===== src/design/rsc_pkg.sv =====
// Shared types and constants of the record stream checker.
package rsc_pkg;

   localparam int TYPE_W  = 15;
   localparam int LEN_W   = 16;
   localparam int COUNT_W = 15;

   // Input operation codes.
   typedef enum logic [1:0] {
      OP_DATA    = 2'd0,
      OP_CLOSE   = 2'd1,
      OP_RESTART = 2'd2,
      OP_UNUSED  = 2'd3
   } op_type;

   // Message status codes.
   typedef enum logic [1:0] {
      ST_PROGRESS = 2'd0,
      ST_COMPLETE = 2'd1,
      ST_INVALID  = 2'd2,
      ST_TOOLONG  = 2'd3
   } status_type;

   // Register word index of the end record type.
   localparam logic CSR_END_TYPE = 1'b0;

   // One result beat.
   typedef struct packed {
      status_type         status;
      logic               header_ready;
      logic               rec_critical;
      logic [TYPE_W-1:0]  rec_type;
      logic [LEN_W-1:0]   rec_body_length;
      logic [COUNT_W-1:0] byte_count;
   } result_type;

endpackage


===== src/design/rsc_parser.sv =====
// Record parser: message state and the per-beat update that produces one result.
module rsc_parser #(
   parameter int MAX_MESSAGE_BYTES = 16384
) (
   input  logic                      clock,
   input  logic                      reset,
   input  logic                      step,
   input  logic [1:0]                op,
   input  logic [7:0]                data_byte,
   input  logic [rsc_pkg::TYPE_W-1:0] end_type,
   output rsc_pkg::result_type       result
);
   import rsc_pkg::*;

   localparam int CNT_W = $clog2(MAX_MESSAGE_BYTES + 1);
   localparam logic [CNT_W-1:0] CNT_MAX = CNT_W'(MAX_MESSAGE_BYTES);

   logic [2:0]        hdr_index_ff, hdr_index_in;
   logic [23:0]       hdr_bytes_ff, hdr_bytes_in;
   logic [LEN_W-1:0]  body_rem_ff, body_rem_in;
   logic              last_end_ff, last_end_in;
   logic              end_seen_ff, end_seen_in;
   logic [CNT_W-1:0]  count_ff, count_in;
   status_type        sticky_ff, sticky_in;
   logic [LEN_W-1:0]  body_dec;
   logic              complete_now;

   assign complete_now = (hdr_index_ff == 3'd0) && (count_ff != '0) && last_end_ff;
   assign body_dec     = (body_rem_ff != '0) ? body_rem_ff - LEN_W'(1) : body_rem_ff;

   // Next state and result for the beat being processed.
   always_comb begin
      hdr_index_in = hdr_index_ff;
      hdr_bytes_in = hdr_bytes_ff;
      body_rem_in  = body_rem_ff;
      last_end_in  = last_end_ff;
      end_seen_in  = end_seen_ff;
      count_in     = count_ff;
      sticky_in    = sticky_ff;
      result       = '0;
      case (op_type'(op))
         OP_RESTART: begin
            hdr_index_in = '0;
            hdr_bytes_in = '0;
            body_rem_in  = '0;
            last_end_in  = 1'b0;
            end_seen_in  = 1'b0;
            count_in     = '0;
            sticky_in    = ST_PROGRESS;
         end
         OP_CLOSE: begin
            if (sticky_ff == ST_PROGRESS && !complete_now) begin
               sticky_in = ST_INVALID;
            end
         end
         OP_DATA: begin
            if (sticky_ff == ST_PROGRESS) begin
               if (count_ff >= CNT_MAX) begin
                  sticky_in = ST_TOOLONG;
               end else begin
                  count_in = count_ff + CNT_W'(1);
                  if (hdr_index_ff < 3'd3) begin
                     hdr_bytes_in = {hdr_bytes_ff[15:0], data_byte};
                     hdr_index_in = hdr_index_ff + 3'd1;
                  end else if (hdr_index_ff == 3'd3) begin
                     // Last header byte: report the header and enter the body, if it has one.
                     result.header_ready    = 1'b1;
                     result.rec_critical    = hdr_bytes_ff[23];
                     result.rec_type        = hdr_bytes_ff[22:8];
                     result.rec_body_length = {hdr_bytes_ff[7:0], data_byte};
                     hdr_bytes_in = '0;
                     last_end_in  = (hdr_bytes_ff[22:8] == end_type);
                     body_rem_in  = {hdr_bytes_ff[7:0], data_byte};
                     if ({hdr_bytes_ff[7:0], data_byte} == '0) begin
                        hdr_index_in = 3'd0;
                        if (last_end_in) begin
                           if (!hdr_bytes_ff[23] || end_seen_ff) begin
                              sticky_in = ST_INVALID;
                           end else begin
                              end_seen_in = 1'b1;
                           end
                        end
                     end else begin
                        hdr_index_in = 3'd4;
                     end
                  end else begin
                     // Body byte; an end record may not carry a body.
                     body_rem_in = body_dec;
                     if (body_dec == '0) begin
                        hdr_index_in = 3'd0;
                        if (last_end_ff) begin
                           sticky_in = ST_INVALID;
                        end
                     end
                  end
               end
            end
         end
         default: begin
         end
      endcase
      // Status follows the updated state.
      if (sticky_in != ST_PROGRESS) begin
         result.status = sticky_in;
      end else if (hdr_index_in == 3'd0 && count_in != '0 && last_end_in) begin
         result.status = ST_COMPLETE;
      end else begin
         result.status = ST_PROGRESS;
      end
      result.byte_count = COUNT_W'(count_in);
   end

   // State registers.
   always_ff @(posedge clock) begin
      if (reset) begin
         hdr_index_ff <= '0;
         hdr_bytes_ff <= '0;
         body_rem_ff  <= '0;
         last_end_ff  <= 1'b0;
         end_seen_ff  <= 1'b0;
         count_ff     <= '0;
         sticky_ff    <= ST_PROGRESS;
      end else if (step) begin
         hdr_index_ff <= hdr_index_in;
         hdr_bytes_ff <= hdr_bytes_in;
         body_rem_ff  <= body_rem_in;
         last_end_ff  <= last_end_in;
         end_seen_ff  <= end_seen_in;
         count_ff     <= count_in;
         sticky_ff    <= sticky_in;
      end
   end

endmodule


===== src/design/rsc_csr.sv =====
// Configuration register block: holds the end record type.
module rsc_csr (
   input  logic                       clock,
   input  logic                       reset,
   input  logic                       psel,
   input  logic                       penable,
   input  logic                       pwrite,
   input  logic [2:0]                 paddr,
   input  logic [31:0]                pwdata,
   output logic [31:0]                prdata,
   output logic                       pready,
   output logic [rsc_pkg::TYPE_W-1:0] end_type
);
   import rsc_pkg::*;

   logic [TYPE_W-1:0] end_type_ff;
   logic              wr_en;

   assign pready   = 1'b1;
   assign wr_en    = psel && penable && pwrite && (paddr[2] == CSR_END_TYPE);
   assign end_type = end_type_ff;

   // Register write.
   always_ff @(posedge clock) begin
      if (reset) begin
         end_type_ff <= '0;
      end else if (wr_en) begin
         end_type_ff <= pwdata[TYPE_W-1:0];
      end
   end

   // Read decode; addresses past the register list read as zero.
   always_comb begin
      unique case (paddr[2])
         CSR_END_TYPE: prdata = {{(32-TYPE_W){1'b0}}, end_type_ff};
         default:      prdata = '0;
      endcase
   end

endmodule


===== src/design/ke_record_stream_checker_top.sv =====
// Top level of the record stream checker: input stage, parser and result stage.
//
// The req channel carries one beat per received message byte or command:
// op 0 is a data byte, op 1 says the peer closed the stream, op 2 starts a
// new message. Each req beat yields exactly one rsp beat with the message
// status, the header just finished (if any) and the running byte count.
// A beat accepted is registered in the input stage, then processed by the
// parser into the result stage, from which its result is offered. The parser
// state updates once per beat, so one beat per cycle is sustained while the
// receiver takes results. When the receiver stalls, the result stage holds
// its beat and the input stage fills; req_ready drops only when both are
// full. Reset empties both stages and clears the message state and the end
// record type. The user must write the end record type over the register
// port only while no beat is in flight, which the block does not enforce.
module ke_record_stream_checker_top #(
   parameter int MAX_MESSAGE_BYTES = 16384
) (
   input  logic                        clock,
   input  logic                        reset,
   input  logic                        req_valid,
   output logic                        req_ready,
   input  logic [1:0]                  req_op,
   input  logic [7:0]                  req_data_byte,
   output logic                        rsp_valid,
   input  logic                        rsp_ready,
   output logic [1:0]                  rsp_status,
   output logic                        rsp_header_ready,
   output logic                        rsp_rec_critical,
   output logic [rsc_pkg::TYPE_W-1:0]  rsp_rec_type,
   output logic [rsc_pkg::LEN_W-1:0]   rsp_rec_body_length,
   output logic [rsc_pkg::COUNT_W-1:0] rsp_byte_count,
   input  logic                        psel,
   input  logic                        penable,
   input  logic                        pwrite,
   input  logic [2:0]                  paddr,
   input  logic [31:0]                 pwdata,
   output logic [31:0]                 prdata,
   output logic                        pready
);
   import rsc_pkg::*;

   logic              in_valid_ff;
   logic [1:0]        in_op_ff;
   logic [7:0]        in_byte_ff;
   logic              out_valid_ff;
   result_type        out_ff;
   result_type        result;
   logic              out_adv;
   logic              step;
   logic [TYPE_W-1:0] end_type;

   assign out_adv   = !out_valid_ff || rsp_ready;
   assign step      = in_valid_ff && out_adv;
   assign req_ready = !in_valid_ff || out_adv;

   // Input stage.
   always_ff @(posedge clock) begin
      if (reset) begin
         in_valid_ff <= 1'b0;
      end else if (req_ready) begin
         in_valid_ff <= req_valid;
      end
   end

   always_ff @(posedge clock) begin
      if (req_ready && req_valid) begin
         in_op_ff   <= req_op;
         in_byte_ff <= req_data_byte;
      end
   end

   rsc_csr u_csr (
      .clock    (clock),
      .reset    (reset),
      .psel     (psel),
      .penable  (penable),
      .pwrite   (pwrite),
      .paddr    (paddr),
      .pwdata   (pwdata),
      .prdata   (prdata),
      .pready   (pready),
      .end_type (end_type)
   );

   rsc_parser #(
      .MAX_MESSAGE_BYTES (MAX_MESSAGE_BYTES)
   ) u_parser (
      .clock     (clock),
      .reset     (reset),
      .step      (step),
      .op        (in_op_ff),
      .data_byte (in_byte_ff),
      .end_type  (end_type),
      .result    (result)
   );

   // Result stage.
   always_ff @(posedge clock) begin
      if (reset) begin
         out_valid_ff <= 1'b0;
      end else if (out_adv) begin
         out_valid_ff <= in_valid_ff;
      end
   end

   always_ff @(posedge clock) begin
      if (step) begin
         out_ff <= result;
      end
   end

   assign rsp_valid           = out_valid_ff;
   assign rsp_status          = out_ff.status;
   assign rsp_header_ready    = out_ff.header_ready;
   assign rsp_rec_critical    = out_ff.rec_critical;
   assign rsp_rec_type        = out_ff.rec_type;
   assign rsp_rec_body_length = out_ff.rec_body_length;
   assign rsp_byte_count      = out_ff.byte_count;

endmodule


===== config.mk =====
export PLATFORM = sky130hd
export DESIGN_NAME = ke_record_stream_checker_top
export DESIGN_NICKNAME = d
export VERILOG_FILES = /design/src/design/rsc_pkg.sv /design/src/design/rsc_parser.sv /design/src/design/rsc_csr.sv /design/src/design/ke_record_stream_checker_top.sv
export SDC_FILE = /design/constraint.sdc
export NUM_CORES = 1
export LEC_CHECK = 0
export BUFFER_PORTS_ARGS = -buffer_cell sky130_fd_sc_hd__buf_2
export CAP_MARGIN = 20
export CORE_MARGIN = 10
export CORE_UTILIZATION = 45
export CTS_BUF_LIST = sky130_fd_sc_hd__clkbuf_16
export DETAILED_ROUTE_END_ITERATION = 7
export HOLD_SLACK_MARGIN = 0.12
export PLACE_DENSITY = 0.78
export SLEW_MARGIN = 20
export SYNTH_ARGS = -nofsm -noshare
export SYNTH_HDL_FRONTEND = slang
export SYNTH_SLANG_ARGS = --single-unit

===== constraint.sdc =====
create_clock -name clock -period 3.13 [get_ports clock]
set_clock_uncertainty 0.05 [all_clocks]
set_input_delay 0.1565 -clock clock [delete_from_list [all_inputs] [get_ports clock]]
set_output_delay 0.1565 -clock clock [all_outputs]
set_load 0.03 [all_outputs]

# Word-level counts from Yosys, hierarchy flattened
# Index checks and enable logic that the tools add are counted.
[classes]
order_cmp = 2
mux = 49
n_bitwise = 4
add_sub_neg = 3
reduce_logical = 33
eq_ne = 12
[ops]
columns = ["op", "count"]
rows = [
  ["24-bit two-way mux", 4],
  ["16-bit two-way mux", 5],
  ["24-bit one-hot mux with 2 select lines", 1],
  ["15-bit two-way mux", 3],
  ["33-bit two-way mux", 1],
  ["16-bit zero test", 2],
  ["16-bit one-hot mux with 2 select lines", 1],
  ["15-bit one-hot mux with 2 select lines", 1],
  ["15-bit nonzero test", 2],
  ["2-bit two-way mux", 11],
  ["3-bit two-way mux", 6],
  ["16-bit nonzero test", 1],
  ["16-bit by 1-bit subtractor with 16-bit output, second input constant", 1],
  ["15-bit by 1-bit adder with 15-bit output, second input constant", 1],
  ["15-bit == test", 1],
  ["15-bit >= comparator, second input constant", 1],
  ["1-bit two-way mux", 12],
  ["1-bit logical AND", 10],
  ["5-bit AND reduction", 2],
  ["9-bit AND reduction", 1],
  ["2-bit by 1-bit != test with 1-bit output, second input constant", 4],
  ["3-bit zero test", 2],
  ["2-bit != test, second input constant", 3],
  ["2-bit one-hot mux with 3 select lines", 1],
  ["other kinds (15)", 26],
]
[word_totals]
regBits = 139
input_bits = 52
word_cells = 121

# Depth between registers and ports, before layout
# Gate-level depths: netlist of the first run.
[depth]
ltp_word = 14
ltp_mapped = 11
ltp_nobuf = 10

# Cells and area by module
# A second synthesis of the first run with hierarchy kept.
[unflattened]
cells_unflattened = 753
hier_area_um2 = 7084.3
[by_module_without_submodules]
columns = ["module", "instances", "area_per_inst_um2", "cells_per_inst"]
rows = [
  ["rsc_parser", 1, 4235.3, 581],
  ["ke_record_stream_checker_top", 1, 1905.6, 70],
  ["rsc_csr", 1, 943.4, 102],
]

# Worst setup path before layout of the first run
# OpenSTA, ideal clock, no wires.
[synth_path]
kind = "reg2reg"
start = "reg u_parser.body_rem_ff[0]"
end = "reg out_ff, in the netlist rsp_status[0], data pin"
path_buffers = 0
synth_period_minus_slack_ps = 3011
setup_ps = 145
path_slack_ps = 119
arrival_ps = 2817
stages_incl_launch_ff = 11
path_cell_list = "dfxtp_1 -> inv_1 -> ha_1 -> nor3b_4 -> nand4_1 -> a211o_1 -> or4_4 -> or4b_4 -> a221oi_2 -> nand4_1 -> o21ai_1"
[synth_lines]
columns = ["item", "line_no", "text"]
rows = [
  ["from (decl)", "rsc_parser.sv:20", "logic [LEN_W-1:0] body_rem_ff, body_rem_in;"],
  ["from (signal assigned)", "rsc_parser.sv:126", "body_rem_ff <= body_rem_in;"],
  ["to (signal assigned)", "ke_record_stream_checker_top.sv:108", "out_ff <= result;"],
  ["to (decl)", "ke_record_stream_checker_top.sv:46", "result_type out_ff;"],
]

==> results of run 1 <==
repair_timing:
item                                   4_1_cts  5_1_grt
hold buffers                                28        0
setup endpoints to repair                    0        1
endpoints found under the hold margin       27        0
buffers inserted                             0        3
resized for setup                            0        4
synthesized netlist by cell type (4+ instances only):
library cell	instances	share of area, %
or4_1	4	0.44
buf_4	18	2.0
nor2_1	53	2.9
nand4_1	14	1.3
xnor2_1	23	2.9
or3_1	6	0.55
nand3_1	34	2.5
o31ai_1	6	0.66
or2_2	4	0.37
o21ai_0	24	1.8
ha_1	6	1.1
nor4_1	18	1.6
edfxtp_1	60	26
a21oi_1	73	5.3
a211oi_1	5	0.55
nor3_1	11	0.81
nand2b_1	7	0.64
and2_1	34	3.1
clkbuf_1	40	2.2
a22oi_1	13	1.4
nand2_1	110	6.0
dfxtp_1	79	23
inv_1	15	0.82
nor2b_1	17	1.6
kinds of logic after synthesis:
kind of cell	Yosys count	share of synthesized area [%]
multiplexers	6	0.9337
flip-flops	139	49.51
other	2	0.1099
adder cells (fa/ha/maj)	6	1.098
AO/OA/AOI/OAI	155	14.13
AND/OR/NAND/NOR	333	25.36
XOR/XNOR	25	3.204
buffers and inverters	80	5.657
power by group through the flow:
stage / registers, mW / clock network (mW) / logic (mW)
floorplan: 2.06 / 0 / 0.181
global placement: 2.01 / 0 / 0.320
detailed placement: 2.01 / 0 / 0.325
CTS: 1.97 / 1.95 / 0.353
global route: 1.98 / 2.03 / 0.385
finish: 1.97 / 1.92 / 0.356
placed cells by master (no fill, tap or decap), drive strengths merged, types with 13 or more instances in the layout:
cell,netlist,routed
nand3,34,34
nor2b,17,17
and2,34,34
buf,25,127
xnor2,23,23
nand2,110,110
o21ai,26,26
nor4,21,21
clkbuf,40,17
inv,15,21
edfxtp,60,60
a22oi,13,13
dfxtp,79,79
a21oi,73,73
nand4,14,14
dlygate4sd3,0,28
conb,2,18
nor2,53,53
worst reg2reg max path: cells and delay by family (launching register included):
family / cells / cell delay (ns)
AOI/OAI and AO/OA: 3 / 0.70
buffers and inverters: 1 / 0.16
DFF: 1 / 0.39
and+or+nand+nor: 5 / 1.56
metal layers:
| layer | up-vias | part of all wire [%] |
|---|---|---|
| li1 | 2872 | - |
| met5 | - | 0 |
| met1 | 2842 | 42 |
| met4 | 0 | 2.0 |
| met2 | 229 | 50 |
| met3 | 30 | 6.3 |
cell type report:
type,count,share of cell area (%)
clock buffer,17,5.081
clock inverter,15,1.554
inverter,15,0.6725
multi-input combinational,543,37.60
sequential,139,40.41
tap,184,2.750
timing repair buffer,155,11.93
flip-flops by register name, summed over array words and instances (netlist names):
signal	cells
u_parser.last_end_ff	1
u_parser.hdr_index_ff	3
rsp_byte_count	15
rsp_rec_body_length	16
u_parser.end_seen_ff	1
u_parser.count_ff	15
rsp_header_ready	1
rsp_valid	1
rsp_rec_type	15
u_parser.hdr_bytes_ff	24
in_byte_ff	8
rsp_rec_critical	1
u_parser.sticky_ff	2
u_csr.end_type	15
in_op_ff	2
rsp_status	2
u_parser.body_rem_ff	16
in_valid_ff	1
worst min-delay path by stage:
| stage | startpoint | end | slack (ns) | depth (start not counted) |
|---|---|---|---|---|
| after floorplan | req_data_byte[0] | in_byte_ff[0] | 0.21 | 0 |
| after global placement | req_data_byte[7] | in_byte_ff[7] | 0.28 | 1 |
| after detailed placement | req_data_byte[0] | in_byte_ff[0] | 0.28 | 1 |
| after CTS | penable | u_csr.end_type[1] | 0.35 | 4 |
| after global routing | req_op[0] | in_op_ff[0] | 0.39 | 2 |
| final | penable | u_csr.end_type[13] | 0.37 | 4 |
==> run metrics, run 1 <==
status finished, final reports clean; CP Max Fanout 6; DR vias 5,973; die footprint 0.02052 mm^2; TritonCTS clock tree yes; EDFF count, synth 60; # placed instances 1,005; Netlist cell types 65; Worst-Skew Late Latency 0.42 ns; Final Slew Violations 0; Comb pwr share 8.4%; M2 GR Usage 28.86%; Initial Utilization 46.49%; Die Wd 143.2 um; post-route setup slack 0.1340 ns; Final Hold Vio Count 0; Port Buffers 99; share of layout cells above drive strength 1 20.36%; Worst Path Required 3.36 ns; Final Cell Area 0.008372 mm^2; Iteration-0 DRC Markers 470; slowest cell on the critical path or4b_4; DP Area 0.007490 mm^2; Clock power frac 45.2%; drt drc 0; Most Used Layer, Global Route met2; Seq. cell area 0.003383 mm^2; Final Non-Filler Cells 1,068; Final Setup Violations 0; CTS clk-pin slew, worst paths 0.06 ns; root buf cell clkbuf_16; Pre-Repair DR Iteration Count 7; I/O pin cnt 137; H-tree Lvls 4; sw power 1.045 mW; Fillers 1,288; Syn Area/Cell 9.161 um^2; crit path time final 2.996 ns; WP buf/inv 1; CP top delay family simple AND/OR/NAND/NOR gates; Critical Path Source u_parser.body_rem_ff[8]; crit path to rsp_status[0]; P&R area growth vs syn 22.50%; Async SR Flop Fraction 0%; largest net degree at the start of global routing 80; die height 143.2 um; Worst path max stage delay 0.54 ns; final weighted congestion in routability-driven placement 0.8985; DR WL/cell 17.06 um; Setup crit end kind flop; wirelength, routed 18,220 um; Final Util 56.95%; Mapped Cells 746; TNS Setup 0 ns; crit start category flop; antenna violations before repair 1; post-synthesis sequential area ratio 49.51%; Post-synth top flop dfxtp_1; max_cap viols 0; vias in the first global route 5,660; met1 Use GR 21.56%; GRT Total Usage 17.49%; Final period util 95.72%; FF-to-FF End rsp_status[0]; Core ar. 0.01470 mm^2; Lkg Pwr 3.151 nW; dpl hpwl 12,240 um; cells along the critical path nor4_4, buf_4, nand4_1, a211o_1, or4_4, or4b_4, a221oi_4, nand4_1, o21ai_1; power per cell area 507.7 mW/mm^2; worst hold margin 0.3702 ns; CTS sink count 139; worst-case reg-to-reg path depth 9; Internal 3.205 mW; total CTS buffers 17; Reg2Reg Setup Slack 0.13 ns; grt total ovfl 0; clock buffer depth 2; fmax 333.8 MHz; sequential share of power 46.4%; Worst-Margin Slew 0.8768 ns; CP most frequent cell nand4_1; worst hold path class in2reg; synthesized flop and latch total 139; Netlist Area Pre-Place 0.006834 mm^2; Nets 929; Crit path arrival time 3.22 ns; FP Rows 44; Antenna Nets Post-Route 0; # diodes 0; switching share of power 24.59%; routing usage on met3 4.146%; DP Worst Slack 0.06774 ns; first-pass GRT wire length 28,950 um; peak supply drop 0.3681 mV; Worst R2R Start u_parser.body_rem_ff[8]; multi-input logic area 0.003148 mm^2; Slew headroom 41.55%; Ys Warns 0; Worst path depth 9; vias per cell 5.593; Tot Pwr 4.251 mW; kind of critical path reg2reg
(Power assumes the default switching activity.)
==> run 2: changes to the inputs <==
==> constraint.sdc (replaced) <==
create_clock -name clock -period 3.13 [get_ports clock]
set_clock_uncertainty 0.05 [all_clocks]
set_input_delay 0.313 -clock clock [delete_from_list [all_inputs] [get_ports clock]]
set_output_delay 0.313 -clock clock [all_outputs]
set_load 0.03 [all_outputs]
==> run metrics, run 2 (synthesis results as in run 1) <==
RSZ-0062 raised after global routing no; Port Buffers 99; Initial Utilization 46.49%; Final Setup Violations 0; vias in the first global route 5,595; Worst R2R Start u_parser.body_rem_ff[8]; Setup crit end kind flop; crit path time final 2.992 ns; GRT Total Usage 17.15%; DR vias 5,930; Die Wd 143.2 um; DR WL/cell 16.92 um; final weighted congestion in routability-driven placement 0.9184; Final Util 56.64%; HP Start rsp_ready; clock buffer depth 2; status finished, final reports clean; CTS clk-pin slew, worst paths 0.06 ns; H-tree Lvls 4; sw power 1.030 mW; Fillers 1,282; Comb pwr share 8.7%; Clock power frac 42.8%; max_cap viols 0; max FFs per register 24; drt drc 0; die height 143.2 um; Biggest register u_parser.hdr_bytes_ff; Core ar. 0.01470 mm^2; Lkg Pwr 3.131 nW; Final period util 95.60%; worst hold path class in2reg; Seq. cell area 0.003385 mm^2; CTS sink count 139; share of layout cells above drive strength 1 20.72%; DP Area 0.007505 mm^2; fmax 334.2 MHz; Worst-Skew Late Latency 0.43 ns; post-route setup slack 0.1379 ns; total CTS buffers 17; Internal 3.040 mW; multi-input logic area 0.003159 mm^2; Final Slew Violations 0; Worst-Margin Slew 0.8630 ns; worst hold margin 0.1449 ns; TritonCTS clock tree yes; Antenna Nets Post-Route 0; most frequent cells in the layout nand2_1, buf_2, dfxtp_1; Final Cell Area 0.008325 mm^2; die footprint 0.02052 mm^2; root buf cell clkbuf_16; grt total ovfl 0; TNS Setup 0 ns; Iteration-0 DRC Markers 498; peak supply drop 0.3695 mV; first-pass GRT wire length 28,480 um; dpl hpwl 12,140 um; DP Worst Slack 0.1025 ns; power per cell area 488.9 mW/mm^2; Worst Path Required 3.36 ns; crit start category flop; switching share of power 25.31%; Slew headroom 40.98%; P&R area growth vs syn 21.82%; I/O pin cnt 137; Nets 928; CP Max Fanout 6; vias per cell 5.558; Crit path arrival time 3.22 ns; Final Hold Vio Count 0; antenna violations before repair 0; commonest non-fill, non-tap cell in the layout nand2_1; # diodes 0; FP Rows 44; wirelength, routed 18,060 um; kind of critical path reg2reg; Pre-Repair DR Iteration Count 5; Critical Path Source u_parser.body_rem_ff[8]; sequential share of power 48.5%; largest net degree at the start of global routing 49
## run 2: cell types whose count changed in the layout (fill, tap and decap cells not counted), moves of 2 or more
| cell | previous run | this run |
|---|---|---|
| clkinv_4 | 0 | 3 |
| inv_2 | 1 | 4 |
| bufinv_16 | 2 | 0 |
| dlygate4sd3_1 | 28 | 26 |
| inv_1 | 16 | 14 |
## run 2: final cells by class
type | instances | area share [%]
repair buffers | 154 | 11.84
inverters | 15 | 0.6763
clock buffers | 17 | 5.110
well taps | 184 | 2.765
multi-input cells | 543 | 37.95
clock inverters | 15 | 1.007
flip-flops and latches | 139 | 40.65
## run 2: worst paths after layout
kind	endpoint	slack, ns	cells after the start
worst max-delay path	rsp_status[0]	0.14	8
worst min-delay path	rsp_valid	0.14	4
worst max register to register	rsp_status[0]	0.14	8
worst min register to register	u_csr.end_type[14]	0.43	2
## run 2: critical path, cell delays in order (launching register included)
cell     delay (ns)
dfxtp_1        0.33
nor4_4         0.44
nand4_1        0.13
a211o_1        0.32
or4_4          0.53
or4b_4         0.54
a41oi_2        0.25
nand4_1        0.11
o21ai_1        0.13
## run 2: metal layers
| metal | track usage [%] | vias to the layer above | part of all wire (%) |
|---|---|---|---|
| li1 | - | 2873 | - |
| met1 | 21.78 | 2846 | 44 |
| met2 | 27.17 | 185 | 49 |
| met3 | 5.008 | 26 | 5.9 |
| met4 | 6.233 | 0 | 1.8 |
| met5 | 0 | - | 0 |
## run 2: per-stage QoR
| stage | cells | total power, mW |
|---|---|---|
| 6_report | 1067 | 4.070 |
| 5_1_grt | 1067 | 4.205 |
| 4_1_cts | 1065 | 4.091 |
| 3_5_place_dp | 1007 | 2.334 |
| 3_3_place_gp | 1007 | 2.329 |
| 2_1_floorplan | 762 | 2.244 |
## run 2: power groups by stage
stage	registers [mW]	clock network [mW]	logic, mW
after floorplan	2.06	0	0.181
after global placement	2.01	0	0.321
after detailed placement	2.01	0	0.325
after CTS	1.97	1.77	0.351
after global routing	1.98	1.85	0.383
final	1.97	1.74	0.356
## run 2: timing repair
action | 4_1_cts | 5_1_grt
hold buffers | 26 | 0
endpoints found under the hold margin | 26 | 0
setup buffers | 0 | 2
resized for setup | 0 | 7
setup endpoints to repair | 0 | 1
==> run 3: changes to the inputs <==
Settings changed: SETUP_SLACK_MARGIN from default to 0.4.
==> run metrics, run 3 (synthesis results as in run 1) <==
status finished, final reports clean; vias per cell 5.565; Pre-Repair DR Iteration Count 5; wirelength, routed 17,860 um; Antenna Nets Post-Route 0; DR WL/cell 16.58 um; Critical Path Source u_parser.body_rem_ff[10]; total CTS buffers 17; post-route setup slack 0.1495 ns; Die Wd 143.2 um; DR vias 5,994; peak supply drop 0.3526 mV; max_cap viols 0; drt drc 0; CTS clk-pin slew, worst paths 0.06 ns; antenna violations before repair 2; Worst Path Required 3.36 ns; GRT Total Usage 16.95%; HP Start rsp_ready; CP Max Fanout 7; DP Worst Slack 0.02478 ns; FP Rows 44; worst hold margin 0.1487 ns; commonest non-fill, non-tap cell in the layout nand2_1; TritonCTS clock tree yes; share of layout cells above drive strength 1 22.70%; vias in the first global route 5,597; dpl hpwl 11,920 um; fmax 335.5 MHz; Fillers 1,230; max FFs per register 24; most frequent cells in the layout nand2_1, buf_2, dfxtp_1; Final Cell Area 0.008469 mm^2; Tot Pwr 4.165 mW; Setup crit end kind flop; Worst-Margin Slew 0.9770 ns; final weighted congestion in routability-driven placement 0.9085; kind of critical path reg2reg; Initial Utilization 46.49%; Iteration-0 DRC Markers 538; Final Slew Violations 0; die footprint 0.02052 mm^2; Lkg Pwr 3.177 nW; Reg2Reg Setup Slack 0.15 ns; P&R area growth vs syn 23.93%; Nets 936; RSZ-0062 raised after global routing yes; Final Hold Vio Count 0; clock buffer depth 2; Port Buffers 99; Final Setup Violations 0; Worst R2R Start u_parser.body_rem_ff[10]; Seq. cell area 0.003393 mm^2; TNS Setup 0 ns; die height 143.2 um; Slew headroom 33.18%; H-tree Lvls 4; grt total ovfl 0; crit path time final 2.981 ns; DP Area 0.007537 mm^2; worst hold path class in2reg; I/O pin cnt 137; Biggest register u_parser.hdr_bytes_ff; crit start category flop; root buf cell clkbuf_16; Final period util 95.22%; power per cell area 491.7 mW/mm^2; CTS sink count 139; Crit path arrival time 3.21 ns; first-pass GRT wire length 28,140 um; multi-input logic area 0.003203 mm^2; Core ar. 0.01470 mm^2; Worst-Skew Late Latency 0.43 ns; largest net degree at the start of global routing 80
## run 3: through the flow
step           instances  util (%)
2_1_floorplan        762         -
3_3_place_gp        1009     51.28
3_5_place_dp        1009     51.28
4_1_cts             1072     57.11
5_1_grt             1076     57.60
6_report            1077     57.62
## run 3: layer usage
metal	global-route usage [%]	part of all wire, %
met1	21.37	43
met2	26.78	49
met3	4.378	6.5
met4	7.630	2.2
met5	0	0
## run 3: worst paths after layout
path	end	depth (start not counted)
hold reg to reg	u_csr.end_type[9]	2
setup reg to reg	rsp_status[0]	8
setup / recovery	rsp_status[0]	8
hold / removal	rsp_valid	4
## run 3: area by class of cell
cell class	instances	share of cell area, %
clock buffers	17	5.023
flip-flops and latches	139	40.06
inverters	15	0.6943
multi-input cells	543	37.82
repair buffers	162	12.35
diodes	3	0.08864
well taps	184	2.718
clock inverters	14	1.241
## run 3: worst max-delay path: stages, from the launching register on
cell and delay, ns:
dfxtp_1 0.38, nor4_2 0.36, nand4_1 0.14, a211o_1 0.31
or4_4 0.53, or4b_4 0.55, a221oi_4 0.27, nand4_1 0.11
o21ai_1 0.14
## run 3: what timing repair did
| action | 4_1_cts | 5_1_grt |
|---|---|---|
| hold buffers | 26 | 0 |
| setup buffers | 6 | 2 |
| pin swaps | 4 | 5 |
| endpoints found under the hold margin | 26 | 0 |
| setup endpoints to repair | 6 | 6 |
| gates resized for setup | 5 | 12 |
## run 3: power breakdown
group | switching [mW] | internal, mW | total [mW]
clock | 0.759 | 1.07 | 1.83
combinational | 0.250 | 0.115 | 0.365
sequential | 0.0329 | 1.94 | 1.97
